**config.mk**
```make
export PLATFORM = sky130hd
export DESIGN_NAME = display_capture_blend
export DESIGN_NICKNAME = d
export VERILOG_FILES = /design/src/design/dcb_pkg.sv /design/src/design/dcb_csr.sv /design/src/design/dcb_pixel.sv /design/src/design/display_capture_blend.sv
export VERILOG_INCLUDE_DIRS = /design/src /design/src/design
export SDC_FILE = /design/constraint.sdc
export NUM_CORES = 1
export LEC_CHECK = 0
export BUFFER_PORTS_ARGS = -buffer_cell sky130_fd_sc_hd__buf_2
export CORE_ASPECT_RATIO = 1.4
export CORE_MARGIN = 1.5
export CORE_UTILIZATION = 45
export DETAILED_ROUTE_END_ITERATION = 10
export PLACE_DENSITY = 0.66
export SLEW_MARGIN = 20
export SYNTH_ARGS = -nofsm -noshare
export SYNTH_HDL_FRONTEND = slang
export SYNTH_SLANG_ARGS = --single-unit
```
**constraint.sdc**
```tcl
create_clock -name clock -period 11.4 [get_ports clock]
set_input_delay 2.28 -clock clock [delete_from_list [all_inputs] [get_ports clock]]
set_output_delay 2.28 -clock clock [all_outputs]
set_load 0.02 [all_outputs]
```
**src/design/display_capture_blend_macros.svh**
```systemverilog
// Assertion macros used by the display capture blend top level.
// Each macro expects signals named clock and reset in the including scope.
`ifndef DISPLAY_CAPTURE_BLEND_MACROS_SVH
`define DISPLAY_CAPTURE_BLEND_MACROS_SVH

// Same-cycle implication, disabled during reset.
`define DCB_ASSERT_NOW(lbl, ante, cons, msg) \
   lbl: assert property (@(posedge clock) disable iff (reset) (ante) |-> (cons)) \
      else $error(msg);

// Next-cycle implication, disabled during reset.
`define DCB_ASSERT_NEXT(lbl, ante, cons, msg) \
   lbl: assert property (@(posedge clock) disable iff (reset) (ante) |=> (cons)) \
      else $error(msg);

`endif

```
**src/design/dcb_pkg.sv**
```systemverilog
// Shared types and constants of the display capture blend block.
// No dependencies; the other RTL modules all import this package.
package dcb_pkg;

   // Configuration port geometry.
   localparam int CSR_ADDR_W = 5;
   localparam int CSR_DATA_W = 32;

   // Register indexes (byte address is four times the index).
   localparam logic [2:0] REG_CAPTURE_SIZE     = 3'd0;
   localparam logic [2:0] REG_DEST_BANK        = 3'd1;
   localparam logic [2:0] REG_DEST_OFFSET      = 3'd2;
   localparam logic [2:0] REG_CAPTURE_MODE     = 3'd3;
   localparam logic [2:0] REG_WEIGHT_A         = 3'd4;
   localparam logic [2:0] REG_WEIGHT_B         = 3'd5;
   localparam logic [2:0] REG_BANK_MAPPED_MASK = 3'd6;

   // Capture modes; both remaining codes select the weighted blend.
   localparam logic [1:0] MODE_SOURCE_A = 2'd0;
   localparam logic [1:0] MODE_SOURCE_B = 2'd1;

   // Arithmetic constants.
   localparam logic [4:0] WEIGHT_MAX   = 5'd16;
   localparam logic [4:0] CHAN_MAX     = 5'h1F;
   localparam logic [9:0] BLEND_ROUND  = 10'd8;
   localparam int         BASE_W       = 17;
   localparam int         DIRTY_NUM_W  = 18;
   localparam int         DIRTY_W      = 9;

   typedef struct packed {
      logic [1:0] capture_size;
      logic [1:0] dest_bank;
      logic [1:0] dest_offset;
      logic [1:0] capture_mode;
      logic [4:0] weight_a;
      logic [4:0] weight_b;
      logic [3:0] bank_mapped_mask;
   } cfg_type;

   typedef struct packed {
      logic [7:0]  line_index;
      logic [7:0]  column_index;
      logic [31:0] pixel_a;
      logic [15:0] pixel_b;
      logic        b_present;
   } req_type;

   typedef struct packed {
      logic               write_enable;
      logic [1:0]         write_bank;
      logic [15:0]        write_addr;
      logic [15:0]        write_data;
      logic [DIRTY_W-1:0] dirty_block;
   } rsp_type;

endpackage

```
**src/design/dcb_csr.sv**
```systemverilog
// APB-style configuration register file of the display capture blend block.
// Depends on dcb_pkg for register indexes and the configuration struct.
module dcb_csr import dcb_pkg::*; (
   input  logic                  clock,
   input  logic                  reset,
   input  logic                  psel,
   input  logic                  penable,
   input  logic                  pwrite,
   input  logic [CSR_ADDR_W-1:0] paddr,
   input  logic [CSR_DATA_W-1:0] pwdata,
   output logic [CSR_DATA_W-1:0] prdata,
   output logic                  pready,
   output cfg_type               cfg
);

   cfg_type    cfg_ff;
   cfg_type    cfg_in;
   logic [2:0] reg_index;
   logic       wr_transfer;

   assign pready      = 1'b1;
   assign reg_index   = paddr[CSR_ADDR_W-1:2];
   assign wr_transfer = psel && penable && pwrite;
   assign cfg         = cfg_ff;

   // Register write decode; writes beyond the register list are dropped.
   always_comb begin
      cfg_in = cfg_ff;
      if (wr_transfer) begin
         case (reg_index)
            REG_CAPTURE_SIZE:     cfg_in.capture_size     = pwdata[1:0];
            REG_DEST_BANK:        cfg_in.dest_bank        = pwdata[1:0];
            REG_DEST_OFFSET:      cfg_in.dest_offset      = pwdata[1:0];
            REG_CAPTURE_MODE:     cfg_in.capture_mode     = pwdata[1:0];
            REG_WEIGHT_A:         cfg_in.weight_a         = pwdata[4:0];
            REG_WEIGHT_B:         cfg_in.weight_b         = pwdata[4:0];
            REG_BANK_MAPPED_MASK: cfg_in.bank_mapped_mask = pwdata[3:0];
            default:              cfg_in = cfg_ff;
         endcase
      end
   end

   // All registers reset to zero.
   always_ff @(posedge clock) begin
      if (reset) begin
         cfg_ff <= '0;
      end else begin
         cfg_ff <= cfg_in;
      end
   end

   // Read mux returns the addressed register, zero extended.
   always_comb begin
      case (reg_index)
         REG_CAPTURE_SIZE:     prdata = CSR_DATA_W'(cfg_ff.capture_size);
         REG_DEST_BANK:        prdata = CSR_DATA_W'(cfg_ff.dest_bank);
         REG_DEST_OFFSET:      prdata = CSR_DATA_W'(cfg_ff.dest_offset);
         REG_CAPTURE_MODE:     prdata = CSR_DATA_W'(cfg_ff.capture_mode);
         REG_WEIGHT_A:         prdata = CSR_DATA_W'(cfg_ff.weight_a);
         REG_WEIGHT_B:         prdata = CSR_DATA_W'(cfg_ff.weight_b);
         REG_BANK_MAPPED_MASK: prdata = CSR_DATA_W'(cfg_ff.bank_mapped_mask);
         default:              prdata = '0;
      endcase
   end

endmodule

```
**src/design/dcb_pixel.sv**
```systemverilog
// Per-pixel datapath: window check, address, dirty block and color capture.
// Purely combinational; depends on dcb_pkg for the payload and config types.
module dcb_pixel import dcb_pkg::*; #(
   parameter int DIRTY_GRANULE = 512
) (
   input  cfg_type cfg,
   input  req_type pix,
   output rsp_type result
);

   // Division by the granule is done as a multiply by a rounded-up reciprocal,
   // which is exact for every numerator below two to the DIRTY_NUM_W.
   localparam int GranLog    = $clog2(DIRTY_GRANULE);
   localparam int RecipShift = DIRTY_NUM_W + GranLog;
   localparam longint unsigned RecipWide =
      ((64'd1 << RecipShift) + DIRTY_GRANULE - 1) / DIRTY_GRANULE;
   localparam logic [DIRTY_NUM_W:0] Recip = (DIRTY_NUM_W + 1)'(RecipWide);
   localparam int ProdW = 2 * DIRTY_NUM_W + 1;

   // One blended channel: weighted sum, rounding, saturation.
   function automatic logic [4:0] blend_chan(input logic [4:0] ca, input logic [4:0] cb,
                                            input logic [4:0] wa, input logic [4:0] wb);
      logic [9:0] sum;
      logic [5:0] shr;
      sum = 10'(ca) * 10'(wa) + 10'(cb) * 10'(wb) + BLEND_ROUND;
      shr = sum[9:4];
      return (shr > 6'(CHAN_MAX)) ? CHAN_MAX : shr[4:0];
   endfunction

   logic              in_window;
   logic              mapped;
   logic [BASE_W-1:0] line_off;
   logic [BASE_W-1:0] base;
   logic [BASE_W-1:0] addr_full;
   logic [ProdW-1:0]  dirty_prod;
   logic [4:0]        ra, ga, ba, rb, gb, bb;
   logic              aa, ab;
   logic [4:0]        ca_r, ca_g, ca_b, cb_r, cb_g, cb_b;
   logic [4:0]        wa, wb;
   logic              blend_alpha;
   logic [15:0]       data;

   // Capture window and bank mapping.
   always_comb begin
      if (cfg.capture_size == 2'd0) begin
         in_window = !pix.line_index[7] && !pix.column_index[7];
         line_off  = {2'b00, pix.line_index, 7'd0};
      end else begin
         in_window = pix.line_index[7:6] < cfg.capture_size;
         line_off  = {1'b0, pix.line_index, 8'd0};
      end
   end
   assign mapped = cfg.bank_mapped_mask[cfg.dest_bank];

   // Line start address, write address and dirty block index.
   assign base       = BASE_W'({cfg.dest_offset, 14'd0}) + line_off;
   assign addr_full  = base + BASE_W'(pix.column_index);
   assign dirty_prod = ProdW'({base, 1'b0}) * ProdW'(Recip);

   // Source unpacking; in a blend an absent or transparent source adds nothing.
   assign ra = pix.pixel_a[5:1];
   assign ga = pix.pixel_a[13:9];
   assign ba = pix.pixel_a[21:17];
   assign aa = pix.pixel_a[31:24] != 8'd0;
   assign rb = pix.pixel_b[4:0];
   assign gb = pix.pixel_b[9:5];
   assign bb = pix.pixel_b[14:10];
   assign ab = pix.b_present && pix.pixel_b[15];

   assign ca_r = aa ? ra : 5'd0;
   assign ca_g = aa ? ga : 5'd0;
   assign ca_b = aa ? ba : 5'd0;
   assign cb_r = ab ? rb : 5'd0;
   assign cb_g = ab ? gb : 5'd0;
   assign cb_b = ab ? bb : 5'd0;

   assign wa = (cfg.weight_a > WEIGHT_MAX) ? WEIGHT_MAX : cfg.weight_a;
   assign wb = (cfg.weight_b > WEIGHT_MAX) ? WEIGHT_MAX : cfg.weight_b;
   assign blend_alpha = ((wa != 5'd0) && aa) || ((wb != 5'd0) && ab);

   // Color selection by capture mode.
   always_comb begin
      case (cfg.capture_mode)
         MODE_SOURCE_A: data = {aa, ba, ga, ra};
         MODE_SOURCE_B: data = pix.b_present ? pix.pixel_b : 16'd0;
         default: data = {blend_alpha, blend_chan(ca_b, cb_b, wa, wb),
                          blend_chan(ca_g, cb_g, wa, wb), blend_chan(ca_r, cb_r, wa, wb)};
      endcase
   end

   // A rejected pixel gives an all-zero result.
   always_comb begin
      result = '0;
      if (in_window && mapped) begin
         result.write_enable = 1'b1;
         result.write_bank   = cfg.dest_bank;
         result.write_addr   = addr_full[15:0];
         result.write_data   = data;
         result.dirty_block  = DIRTY_W'(dirty_prod >> RecipShift);
      end
   end

endmodule

```
**src/design/display_capture_blend.sv**
```systemverilog
// Top level of the display capture blend block: configuration port,
// input and result registers around the per-pixel datapath.
// Depends on dcb_pkg, dcb_csr, dcb_pixel and display_capture_blend_macros.svh.
//
// Usage:
//  - Pixels enter on the req_ channel (valid/ready); each transfer carries one
//    req_type item. Every item yields exactly one rsp_type item on rsp_.
//  - A result is registered first in the input register and then in the result
//    register, where it is presented on rsp_valid; a stall on rsp_ready holds it
//    there until it transfers out.
//  - One pixel per clock unless stalled; the datapath between the two registers
//    is a single pass of window, address, reciprocal multiply and blend logic.
//  - When the receiver stalls, the result register holds its item and the input
//    register can still take one more pixel; req_ready drops only when both
//    registers are full and rsp_ready is low.
//  - Configuration registers are written over the APB-style port (pready is
//    always high) and must only change while no pixel is in flight.
//  - Synchronous reset empties both registers and clears all configuration.
`include "display_capture_blend_macros.svh"

module display_capture_blend import dcb_pkg::*; #(
   parameter int DIRTY_GRANULE = 512
) (
   input  logic                  clock,
   input  logic                  reset,
   input  logic                  req_valid,
   output logic                  req_ready,
   input  req_type               req_data,
   output logic                  rsp_valid,
   input  logic                  rsp_ready,
   output rsp_type               rsp_data,
   input  logic                  psel,
   input  logic                  penable,
   input  logic                  pwrite,
   input  logic [CSR_ADDR_W-1:0] paddr,
   input  logic [CSR_DATA_W-1:0] pwdata,
   output logic [CSR_DATA_W-1:0] prdata,
   output logic                  pready
);

   cfg_type cfg;
   rsp_type result;

   logic    s1_valid_ff, s1_valid_in;
   req_type s1_data_ff;
   logic    out_valid_ff, out_valid_in;
   rsp_type out_data_ff;
   logic    out_adv;
   logic    req_transfer;

   logic    s1_stalled;
   logic    rsp_reject;
   logic    rsp_write;
   logic    rsp_fields_zero;
   logic    bank_is_mapped;

   dcb_csr u_csr (
      .clock   (clock),
      .reset   (reset),
      .psel    (psel),
      .penable (penable),
      .pwrite  (pwrite),
      .paddr   (paddr),
      .pwdata  (pwdata),
      .prdata  (prdata),
      .pready  (pready),
      .cfg     (cfg)
   );

   dcb_pixel #(
      .DIRTY_GRANULE (DIRTY_GRANULE)
   ) u_pixel (
      .cfg    (cfg),
      .pix    (s1_data_ff),
      .result (result)
   );

   // Flow control: the result register advances when empty or taken.
   assign out_adv      = !out_valid_ff || rsp_ready;
   assign req_ready    = !s1_valid_ff || out_adv;
   assign req_transfer = req_valid && req_ready;

   always_comb begin
      if (req_transfer) begin
         s1_valid_in = 1'b1;
      end else if (out_adv) begin
         s1_valid_in = 1'b0;
      end else begin
         s1_valid_in = s1_valid_ff;
      end
      out_valid_in = out_adv ? s1_valid_ff : out_valid_ff;
   end

   // Valid flags.
   always_ff @(posedge clock) begin
      if (reset) begin
         s1_valid_ff  <= 1'b0;
         out_valid_ff <= 1'b0;
      end else begin
         s1_valid_ff  <= s1_valid_in;
         out_valid_ff <= out_valid_in;
      end
   end

   // Payload registers.
   always_ff @(posedge clock) begin
      if (req_transfer) begin
         s1_data_ff <= req_data;
      end
      if (out_adv && s1_valid_ff) begin
         out_data_ff <= result;
      end
   end

   assign rsp_valid = out_valid_ff;
   assign rsp_data  = out_data_ff;

   // Terms used by the checks below.
   assign s1_stalled      = s1_valid_ff && !out_adv;
   assign rsp_reject      = rsp_valid && !rsp_data.write_enable;
   assign rsp_write       = rsp_valid && rsp_data.write_enable;
   assign rsp_fields_zero = (rsp_data.write_bank == 2'd0) && (rsp_data.write_addr == 16'd0) &&
                            (rsp_data.write_data == 16'd0) && (rsp_data.dirty_block == '0);
   assign bank_is_mapped  = cfg.bank_mapped_mask[rsp_data.write_bank];

   // A held input item must not change while the result side is stalled.
   `DCB_ASSERT_NEXT(a_s1_hold, s1_stalled, s1_valid_ff && $stable(s1_data_ff), "held item lost")
   // A new item may enter a full input register only when that item moves on.
   `DCB_ASSERT_NOW(a_s1_no_overwrite, req_transfer && s1_valid_ff, out_adv, "item overwritten")
   // A rejected pixel carries an all-zero result.
   `DCB_ASSERT_NOW(a_zero_on_reject, rsp_reject, rsp_fields_zero, "rejected result not zero")
   // A write only targets a mapped bank.
   `DCB_ASSERT_NOW(a_mapped_bank, rsp_write, bank_is_mapped, "write to unmapped bank")

endmodule

```
* Word level (Yosys, flattened, before mapping) *
Index checks and enable logic that the tools add are counted.

operators by class
  add/sub/neg operators = 8
  multiply operators = 6
  magnitude comparators = 7
  equality and inequality tests = 7
  multiplexer cells = 21
  reductions and logical operators = 30

operators by type and width
  kind                                                count
  multiplier 5 x 5 -> 10 bit                          6
  two-way mux 5 bit                                   11
  two-way mux 44 bit                                  1
  one-hot mux 5 bit (7 select lines)                  1
  two-way mux 16 bit                                  2
  one-hot mux 16 bit (2 select lines)                 1
  adder 10 bit                                        3
  adder 10 x 4 -> 10 bit, second input constant       3
  > comparator 6 x 5 -> 1 bit, second input constant  3
  adder 16 x 16 -> 17 bit                             1
  adder 16 x 8 -> 16 bit                              1
  AND reduction 2 bit                                 7
  > comparator 5 bit, second input constant           2
  nonzero test 5 bit                                  2
  == test 3 bit, second input constant                3
  logical AND 1 bit                                   9
  nonzero test 8 bit                                  1
  == test 3 x 2 -> 1 bit, second input constant       2
  logical NOT 1 bit                                   4
  logical NOT 2 bit                                   2
  two-way mux 1 bit                                   4
  == test 3 x 1 -> 1 bit, second input constant       1
  logical NOT 3 bit                                   1
  logical OR 1 bit                                    3
  5 further kinds                                     5

word-level totals
  register bits = 133
  input bits = 109
  output and inout bits = 79
  logic and storage cells = 98

* Logic depth before layout (Yosys ltp) *
Gate-level depths: netlist of the first run.

  depth after elaboration = 9
  depth in mapped cells = 21
  depth with buffers taken out = 20

* Cells and area by module *
Synthesis of the first run repeated with hierarchy kept, for this count alone.

unflattened totals
  cell total of the unflattened synthesis = 1071
  area, all modules = 11121.9 um2

modules (own cells, without submodules)
  module                 times used  cells each  area an instance (um2)  seq. area each (um2)
  dcb_pixel              1           807         6348.6                  0.0
  display_capture_blend  1           119         3377.0                  3313.2
  dcb_csr                1           145         1396.3                  440.4

* Worst setup path before layout of the first run *
OpenSTA, ideal clock, no wires.

  path kind = flip-flop to flip-flop
  start point = register s1_data_ff[44] in the netlist's numbering
  end point = register out_data_ff (netlist bit rsp_data[13]) (data pin)
  library setup time = 280 ps
  data arrival time = 5688 ps
  data required time = 11120 ps
  setup slack = 5432 ps
  stages on the path, launching flop included = 21
  path buffers = 1
  clock period less this slack = 5968 ps
  cell sequence = edfxtp_1 > or4_4 > nor2_1 > nor2_1 > and2_0 > clkbuf_1 > nand2_1 > fa_1 > fa_1 > inv_1 > fa_1 > fa_1 > inv_1 > fa_1 > inv_1 > ha_1 > or2_2 > and3_1 > a211oi_2 > mux2i_1 > a221oi_1

between the ends
  longest elaborated chain between the ends = 8

RTL lines
  element                                line                          source
  from (decl)                            display_capture_blend.sv:45   req_type s1_data_ff;
  from (signal assigned)                 display_capture_blend.sv:108  s1_data_ff <= req_data;
  nonzero test 8 bit *                   dcb_pixel.sv:64               assign aa = pix.pixel_a[31:24] != 8'd0;
  two-way mux 5 bit *                    dcb_pixel.sv:70               assign ca_r = aa ? ra : 5'd0;
  multiplier 5 x 5 -> 10 bit *           dcb_pixel.sv:25               sum = 10'(ca) * 10'(wa) + 10'(cb) * 10'(wb) + BLEND_ROUND;
  adder 10 bit *                         dcb_pixel.sv:25
  adder 10 x 4 -> 10 bit *               dcb_pixel.sv:25
  > comparator 6 x 5 -> 1 bit            dcb_pixel.sv:27               return (shr > 6'(CHAN_MAX)) ? CHAN_MAX : shr[4:0];
  two-way mux 5 bit *                    dcb_pixel.sv:27
  one-hot mux 16 bit (2 select lines) *  dcb_pixel.sv:83               case (cfg.capture_mode)
  to (signal assigned)                   display_capture_blend.sv:111  out_data_ff <= result;
  to (decl)                              display_capture_blend.sv:47   rsp_type out_data_ff;

Mark *: on every way between the ends. The rest lies on a longest branch, timed or not.
A chain may end at the register's enable or synchronous reset.

* Worst setup path after layout of the first run *
  start point = register s1_data_ff[44] in the netlist's numbering
  end point = register out_data_ff (netlist bit rsp_data[11]) (data pin)

The elaborated chain is that of the path after synthesis.

==> run metrics, run 1 <==
Routed Wire Length=approximately 25000 um; final hold slack=~520 ps; FF-to-FF setup slack=between 4000 and 5000 ps; clk_skew=~13 ps; # rows=66; CP max FO=18; reg2reg end=rsp_data[11]; Slew Limit Fails=0; worst path cell trace=or4_4, nor2_1, nor2_1, buf_4, and2_0, nand2_1, fa_1, fa_1, inv_1, fa_1, fa_1, inv_1, fa_1, inv_1, ha_1, or2_2, and3_1, a211oi_2, mux2i_1, a221oi_1; FF-to-FF path depth=20; Clk Latency, worst-skew pair=about 430 ps; Sw Share=24.4%; worst endpoint required time=between 10000 and 15000 ps; Hold Path Sink=rsp_data[27]; Largest stage delay, worst path=620 ps; CP arrival=6970 ps; Antenna Nets Post-Route=0; Layout fillers=2129; post-cts sizing count=0; Hold WC Path Type=reg2reg; Post-Synthesis Cells=~1100; startpoint type of the worst setup path=register; CP Capture Type=register; Yosys top cell area share=between 20% and 30%; initial antenna violation count=0; GPL Wtd Cong=~0.84; status=finished clean; setup tns final=0 ps; Final Hold Viols=0; Top cell by count, worst path=fa_1; Worst-Margin Slew=around 900 ps; I/O Buffers=around 120; grt ovf=0; Cell Area, Synth=10700 sq um; Cells after DPL=1465; Top FF cell, synth=edfxtp_1; Final Setup Violations=0; Initial Utilization=about 46%; f_max=between 100 and 150 MHz; # hold bufs at CTS=0; Post-synth EDFFs=100; nets@finish=1484; power share of the clock group=a little under half; Reg area=3480 sq um; Area Overhead vs Synth=13.2%; GRT Util Overall=about a fifth; Slew HR=between 30 and 40%; Non-Filler Instances=about 1500; max-cap check violation count=0; Num CTS Buffers=17; sequential area share after synthesis=32.6%; CTS tree=yes; post-DP HPWL=18500 um; CTS root buf=clkbuf_16; H-tree levels=4; pin count of the biggest net entering global routing=45; Logic pwr share=under 10%; Die Area=between 20000 and 25000 sq um; multi-input gate area in the final layout=6420 sq um; internal power=just under 900 uW; Leak=0.00569 uW; first-pass GRT wire length=40100 um; fin crit period=approximately 7000 ps; Clk pin slew, worst setup/hold paths=60 ps; Pwr Density=95.6 nW/um^2; DR pass1 iterations=6; critical path class=reg2reg; RSZ-0062 raised after global routing=no; Netlist cell types=50; DRC=0; switching power=282 uW; Clock Tree Buf Depth=2; Crit-path slowest cell=or4_4; clk sinks=between 100 and 150; wire per inst=between 15 and 20 um; Die X=roughly 130 um; period utilization=about three fifths; Bufs and invs on worst path=4; DR vias/cell=~5.3; total setup buffers inserted after CTS=0; core footprint=between 20000 and 25000 sq um; initial DRC count=between 300 and 400; synth top area cells=edfxtp_1 28%, fa_1 19%, ha_1 11%; Hold Path Depth=1; Min-Delay Startpoint=s1_data_ff[51]; layout cells sized above 1=~16%; critical register-to-register path startpoint=s1_data_ff[44]; Die Span Y=around 190 um; Flop pwr share=between 40 and 50%; vias in the first global route=8006; ys async rst share=0%; Seq cells post-synth=between 100 and 150; area leader, netlist=edfxtp_1; cell family with most CP delay=adder cells; VDD IR max=approximately 0.00011 V; YS warnings=0; syn avg cell area=about 10 sq um; # IOs=about 190; Via Count=7959
[Yosys cell counts (all sizes together) (2+ instances only)]
master and n:
nand3 28, mux2i 26, a311oi 3, edfxtp 100, xor2 22, a31oi 7
or2 13, o22ai 3, a21oi 26, ha 97, xnor2 11, a211oi 5
nand2b 5, nand4b 3, nor2 97, and3 28, a41oi 4, clkbuf 37
or4 4, a221oi 15, a22oi 2, inv 136, dfxtp 24, nand4 9
nor2b 12, o211ai 10, nand2 119, o221ai 2, fa 100, nor3 6
conb 2, and2 35, buf 31, o21ai 29, a21o 10, nor3b 2
[through the flow]
stage	utilization [%]	power, uW	area [sq um]	setup slack, ps
after floorplan	-	587	10800	5430
after global placement	49.3	616	11500	4650
after detailed placement	49.3	617	11500	4610
after CTS	51.9	1170	12100	4600
after global routing	51.9	1190	12100	4240
final	51.9	1150	12100	4550
[power by group through the flow]
stage                     Sequential, uW  Clock, uW  Combinational, uW
final                                523        547               84.3
after CTS                            524        557               84.9
after global placement               533          0               83.4
after floorplan                      532          0               55.0
after global routing                 525        573               93.2
after detailed placement             533          0               84.3
[routing by layer]
layer,global-route usage [%],wire (um),up-vias
met5,0,0,-
met4,10.9,1130,0
met2,36.1,12000,273
met3,4.71,1610,58
li1,-,-,3738
met1,25.2,10000,3890
[layout by cell type (no fill, tap or decap), types with 4 or more instances in the layout]
cell,instances
a211oi_1,4
a21o_1,10
a21oi_1,26
a221oi_1,15
a31oi_1,7
a41oi_1,4
and2_1,33
and3_1,28
buf_2,121
buf_4,10
clkbuf_16,19
conb_1,28
dfxtp_1,24
edfxtp_1,100
fa_1,100
ha_1,97
inv_1,136
mux2i_1,26
nand2_1,119
nand2b_1,5
nand3_1,28
nand4_1,9
nor2_1,97
nor2b_1,11
nor3_1,6
o211ai_1,8
o21ai_0,27
or2_2,13
xnor2_1,11
xor2_1,22
[worst max path at each step]
stage | startpoint | to | depth (start not counted)
2_1_floorplan | s1_data_ff[44] | rsp_data[13] | 20
3_3_place_gp | s1_data_ff[44] | rsp_data[13] | 20
3_5_place_dp | s1_data_ff[44] | rsp_data[12] | 20
4_1_cts | s1_data_ff[44] | rsp_data[12] | 20
5_1_grt | s1_data_ff[44] | rsp_data[13] | 20
6_report | s1_data_ff[44] | rsp_data[11] | 20
[worst reg2reg max path: stages, from the launching register on]
cell,delay (ps)
edfxtp_1,360
or4_4,620
nor2_1,250
nor2_1,200
buf_4,250
and2_0,320
nand2_1,170
fa_1,450
fa_1,520
inv_1,50
fa_1,460
fa_1,550
inv_1,50
fa_1,520
inv_1,40
ha_1,340
or2_2,330
and3_1,190
a211oi_2,230
mux2i_1,480
a221oi_1,150
[sequential cells by signal (all words and copies together), names as in the netlist]
| signal | cells |
|---|---|
| rsp_data | 44 |
| rsp_valid | 1 |
| s1_valid_ff | 1 |
| u_csr.cfg | 22 |
| s1_data_ff | 56 |
[cells by family (layout without fill, tap and decap cells)]
group / after synthesis / count (layout) / synth area share (%)
AND/OR/NAND/NOR: 363 / 363 / 16.1
buffers and inverters: 205 / 300 / 8.20
adder cells (fa/ha/maj): 197 / 197 / 30.1
flip-flops: 124 / 124 / 32.6
AO/OA/AOI/OAI: 118 / 118 / 7.42
XOR/XNOR: 33 / 33 / 2.71
multiplexers: 28 / 28 / 2.76
other: 2 / 29 / 0.0704
[final cells by class]
| class | instances | share of cell area (%) |
|---|---|---|
| clock inverter | 8 | 0.663 |
| inverter | 137 | 4.26 |
| tap | 306 | 3.17 |
| antenna | 1 | 0.0207 |
| clock buffer | 24 | 4.26 |
| sequential | 124 | 28.8 |
| multi-input combinational | 767 | 53.2 |
| timing repair buffer | 131 | 5.63 |
(Power assumes the default switching activity.)
==> inputs of run 2 (changes only) <==
--- a/config.mk
+++ b/config.mk
@@ -6,6 +6,7 @@
 export SDC_FILE = /design/constraint.sdc
 export NUM_CORES = 1
 export LEC_CHECK = 0
+export ABC_AREA = 1
 export BUFFER_PORTS_ARGS = -buffer_cell sky130_fd_sc_hd__buf_2
 export CORE_ASPECT_RATIO = 1.4
 export CORE_MARGIN = 1.5
==> constraint.sdc (replaced) <==
create_clock -name clock -period 7.15 [get_ports clock]
set_input_delay 1.43 -clock clock [delete_from_list [all_inputs] [get_ports clock]]
set_output_delay 1.43 -clock clock [all_outputs]
set_load 0.02 [all_outputs]
==> run 2 against run 1 <==
Effect of this change: sequential power rose by 59%; clock-buffer cell count rose by 3; clock power rose by 48%; critical path depth rose by 4; first-iteration DRC count rose by 13%; register-to-register slack got worse by 3600 ps; clock skew barely moved; largest cell class unchanged.
==> run metrics, run 2 <==
status=finished clean; Sw Share=24.1% (-0.31 points); Num CTS Buffers=17 (unchanged); critical path class=reg2reg; Hold WC Path Type=reg2reg; Die X=134 um (+0.80%); Final Setup Violations=0 (unchanged); Leak=0.00611 uW (+7.4%); VDD IR max=0.000226 V (+110%); Largest stage delay, worst path=820 ps (+200 ps); DR pass1 iterations=5 (-1); syn avg cell area=8.99 sq um (-9.8%); worst endpoint required time=7310 ps (-4220 ps); Yosys top cell area share=27.7% (-0.46 points); Routed Wire Length=25600 um (+3.1%); initial DRC count=445 (+13%); Clk Latency, worst-skew pair=420 ps (about the same); YS warnings=0 (unchanged); switching power=435 uW (+55%); Final Cell Area=12300 sq um (+1.5%); CP Capture Point=rsp_data[9]; post-cts sizing count=0 (unchanged); post-DP HPWL=20400 um (+11%); grt ovf=0 (unchanged); Cell Area, Synth=10800 sq um (+1.7%); core footprint=23800 sq um (+2.2%); wire per inst=15.5 um (-6.5%); Bufs and invs on worst path=5 (+1); area leader, netlist=edfxtp_1; largest family of logic cells by synthesized area=adder cells; pin count of the biggest net entering global routing=41 (-8.9%); Top FF cell, synth=edfxtp_1; startpoint type of the worst setup path=register; Seq cells post-synth=124 (unchanged); FF-to-FF path depth=24 (+20%); period utilization=86.2% (+26 points); Area Overhead vs Synth=13.0%; cell family with most CP delay=adder cells; critical register-to-register path startpoint=s1_data_ff[0]; max reg flops=56 (unchanged); Reg with most FFs=s1_data_ff; nets@finish=1635 (+10%); CP max FO=26 (+8); ys async rst share=0% (unchanged); Layout fillers=2250 (+5.7%); commonest cells in the netlist=227 x inv_1, 218 x nand2_1, 147 x nor2_1, 100 x edfxtp_1, 100 x fa_1; count leader, synth=inv_1; DRC=0 (unchanged); reg2reg end=rsp_data[9]; setup tns final=0 ps (unchanged); Min-Delay Startpoint=u_csr.cfg[9]; CTS root buf=clkbuf_16; total setup buffers inserted after CTS=0 (unchanged); internal power=1370 uW (+57%); Post-Synth Simple-Gate Area=18.2% (+2.1 points); RSZ-0062 raised after global routing=no; Post-Synth Adder-Cell Area=29.6% (-0.49 points); Die Span Y=187 um (+0.81%); Slew Limit Fails=0 (unchanged); Pwr Density=147 nW/um^2 (+54%); fin crit period=6160 ps (-684 ps); FF-to-FF setup slack=990 ps (-3570 ps); GPL Wtd Cong=0.947 (+12%); mux cell area share after synthesis=0% (-2.8 points); Slew HR=33.3% (-5.2 points); compound-gate portion of the synthesized area=7.50% (+0.075 points); leading cell type in the layout, fill and taps excluded=inv_1; xor and xnor fraction of the mapped netlist area=1.21% (-1.5 points); Worst-Margin Slew=999 ps (+83.5 ps); Setup crit start=s1_data_ff[0]; Stages on worst setup path=24 (+20%); Logic pwr share=9.1% (+1.8 points); Netlist cell types=46 (-8.0%); Flop pwr share=46.1% (+0.8 points); # IOs=188 (unchanged); f_max=162 MHz (+11%); vias in the first global route=8582 (+7.2%); initial antenna violation count=0 (unchanged); worst path cell trace=nand2_1, inv_2, nand2_1, inv_1, nand2_1, fa_1, fa_1, inv_1, fa_1, fa_1, inv_1, fa_1, inv_1, ha_1, nand2_1, nor2_1, a211oi_1, nand2_2, nand2_2, nand3_2, nand2_4, o21ai_2, nand2_1, a21oi_2; Antenna Nets Post-Route=0 (unchanged); # diodes=0 (-1); synth top area cells=edfxtp_1 28%, fa_1 18%, ha_1 11%; Via Count=8316 (+4.5%); Post-synth EDFFs=100 (unchanged); clk_skew=12.2 ps (-0.455 ps); GRT Util Overall=21.5% (+0.33 points); Crit-path slowest cell=edfxtp_1; Die Area=25100 sq um (+1.6%); Post-Synthesis Cells=1206 (+13%); Final Hold Viols=0 (unchanged); layout cells sized above 1=17.3% (+1.8 points); clk sinks=124 (unchanged); Clock Tree Buf Depth=2 (unchanged); # hold bufs at CTS=0 (unchanged); # rows=67 (+1.5%); placed inst area=11700 sq um (+1.9%); CP Capture Type=register; CTS tree=yes; Initial Utilization=45.6% (-0.26 points); power share of the clock group=44.8% (-2.6 points); H-tree levels=4 (unchanged); first-pass GRT wire length=42200 um (+5.0%); most frequent cells in the layout=226 x inv_1, 217 x nand2_1, 147 x nor2_1; CP arrival=6320 ps (-650 ps); max-cap check violation count=0 (unchanged); sequential area share after synthesis=32.1% (-0.53 points); DR vias/cell=5.03 (-5.3%); I/O Buffers=121 (unchanged); Clk pin slew, worst setup/hold paths=50 ps (about the same)
## run 2: cell count changes after synthesis, moves of 18 or more
cell / previous run / this run
a21oi_1: 26 / 44
and2_1: 34 / 0
and3_1: 28 / 0
clkbuf_1: 37 / 17
inv_1: 136 / 227
mux2i_1: 26 / 0
nand2_1: 119 / 218
nor2_1: 97 / 147
o21ai_0: 28 / 1
## run 2: tightest hold or removal path, cell delays in order (launching register included)
cell and delay [ps]:
dfxtp_1 330, nand2_1 70, a21oi_1 50
## run 2: metrics by stage
stage	power (uW)	util [%]	worst slack, ps	hold slack [ps]	std cells
6_report	1810	51.5	988	504	1652
4_1_cts	1820	51.5	1000	508	1652
2_1_floorplan	956	-	1770	451	1232
3_3_place_gp	1010	49.1	1070	489	1620
3_5_place_dp	1010	49.1	1000	499	1620
5_1_grt	1870	51.5	530	529	1652
## run 2: power groups by stage
stage	Combinational (uW)	Sequential [uW]	Clock [uW]
after floorplan	104	853	0
after global placement	163	846	0
after detailed placement	165	846	0
after CTS	166	832	826
after global routing	183	834	855
final	165	832	810
## run 2: routing by layer
metal  GRT usage [%]  up-vias  part of all wire (%)
li1                -     4003                     -
met1            24.4     3960                    38
met2            39.5      287                    53
met3            4.43       66                   5.6
met4            7.86        0                   3.5
met5               0        -                     0
## run 2: worst min path at each step
stage / endpoint / slack [ps] / cells after the start
after floorplan: rsp_valid / 450 / 2
after global placement: u_csr.cfg[3] / 490 / 2
after detailed placement: u_csr.cfg[1] / 500 / 2
after CTS: u_csr.cfg[9] / 510 / 2
after global routing: u_csr.cfg[9] / 530 / 2
final: u_csr.cfg[9] / 500 / 2
## run 2: cell families (layout without fill, tap and decap cells)
family                   after synthesis  after routing
buffers and inverters                293            403
AO/OA/AOI/OAI                        119            119
AND/OR/NAND/NOR                      456            456
flip-flops                           124            124
adder cells (fa/ha/maj)              197            197
XOR/XNOR                              15             15
other                                  2             28
## run 2: area by class of cell
type / instances / area (sq um) / area share (%)
Multi-Input combinational cell: 815 / 6250 / 51.0
Sequential cell: 124 / 3480 / 28.4
Inverter: 241 / 905 / 7.38
Timing Repair Buffer: 130 / 673 / 5.49
Clock buffer: 27 / 536 / 4.37
Tap cell: 310 / 388 / 3.16
Clock inverter: 5 / 26.3 / 0.214
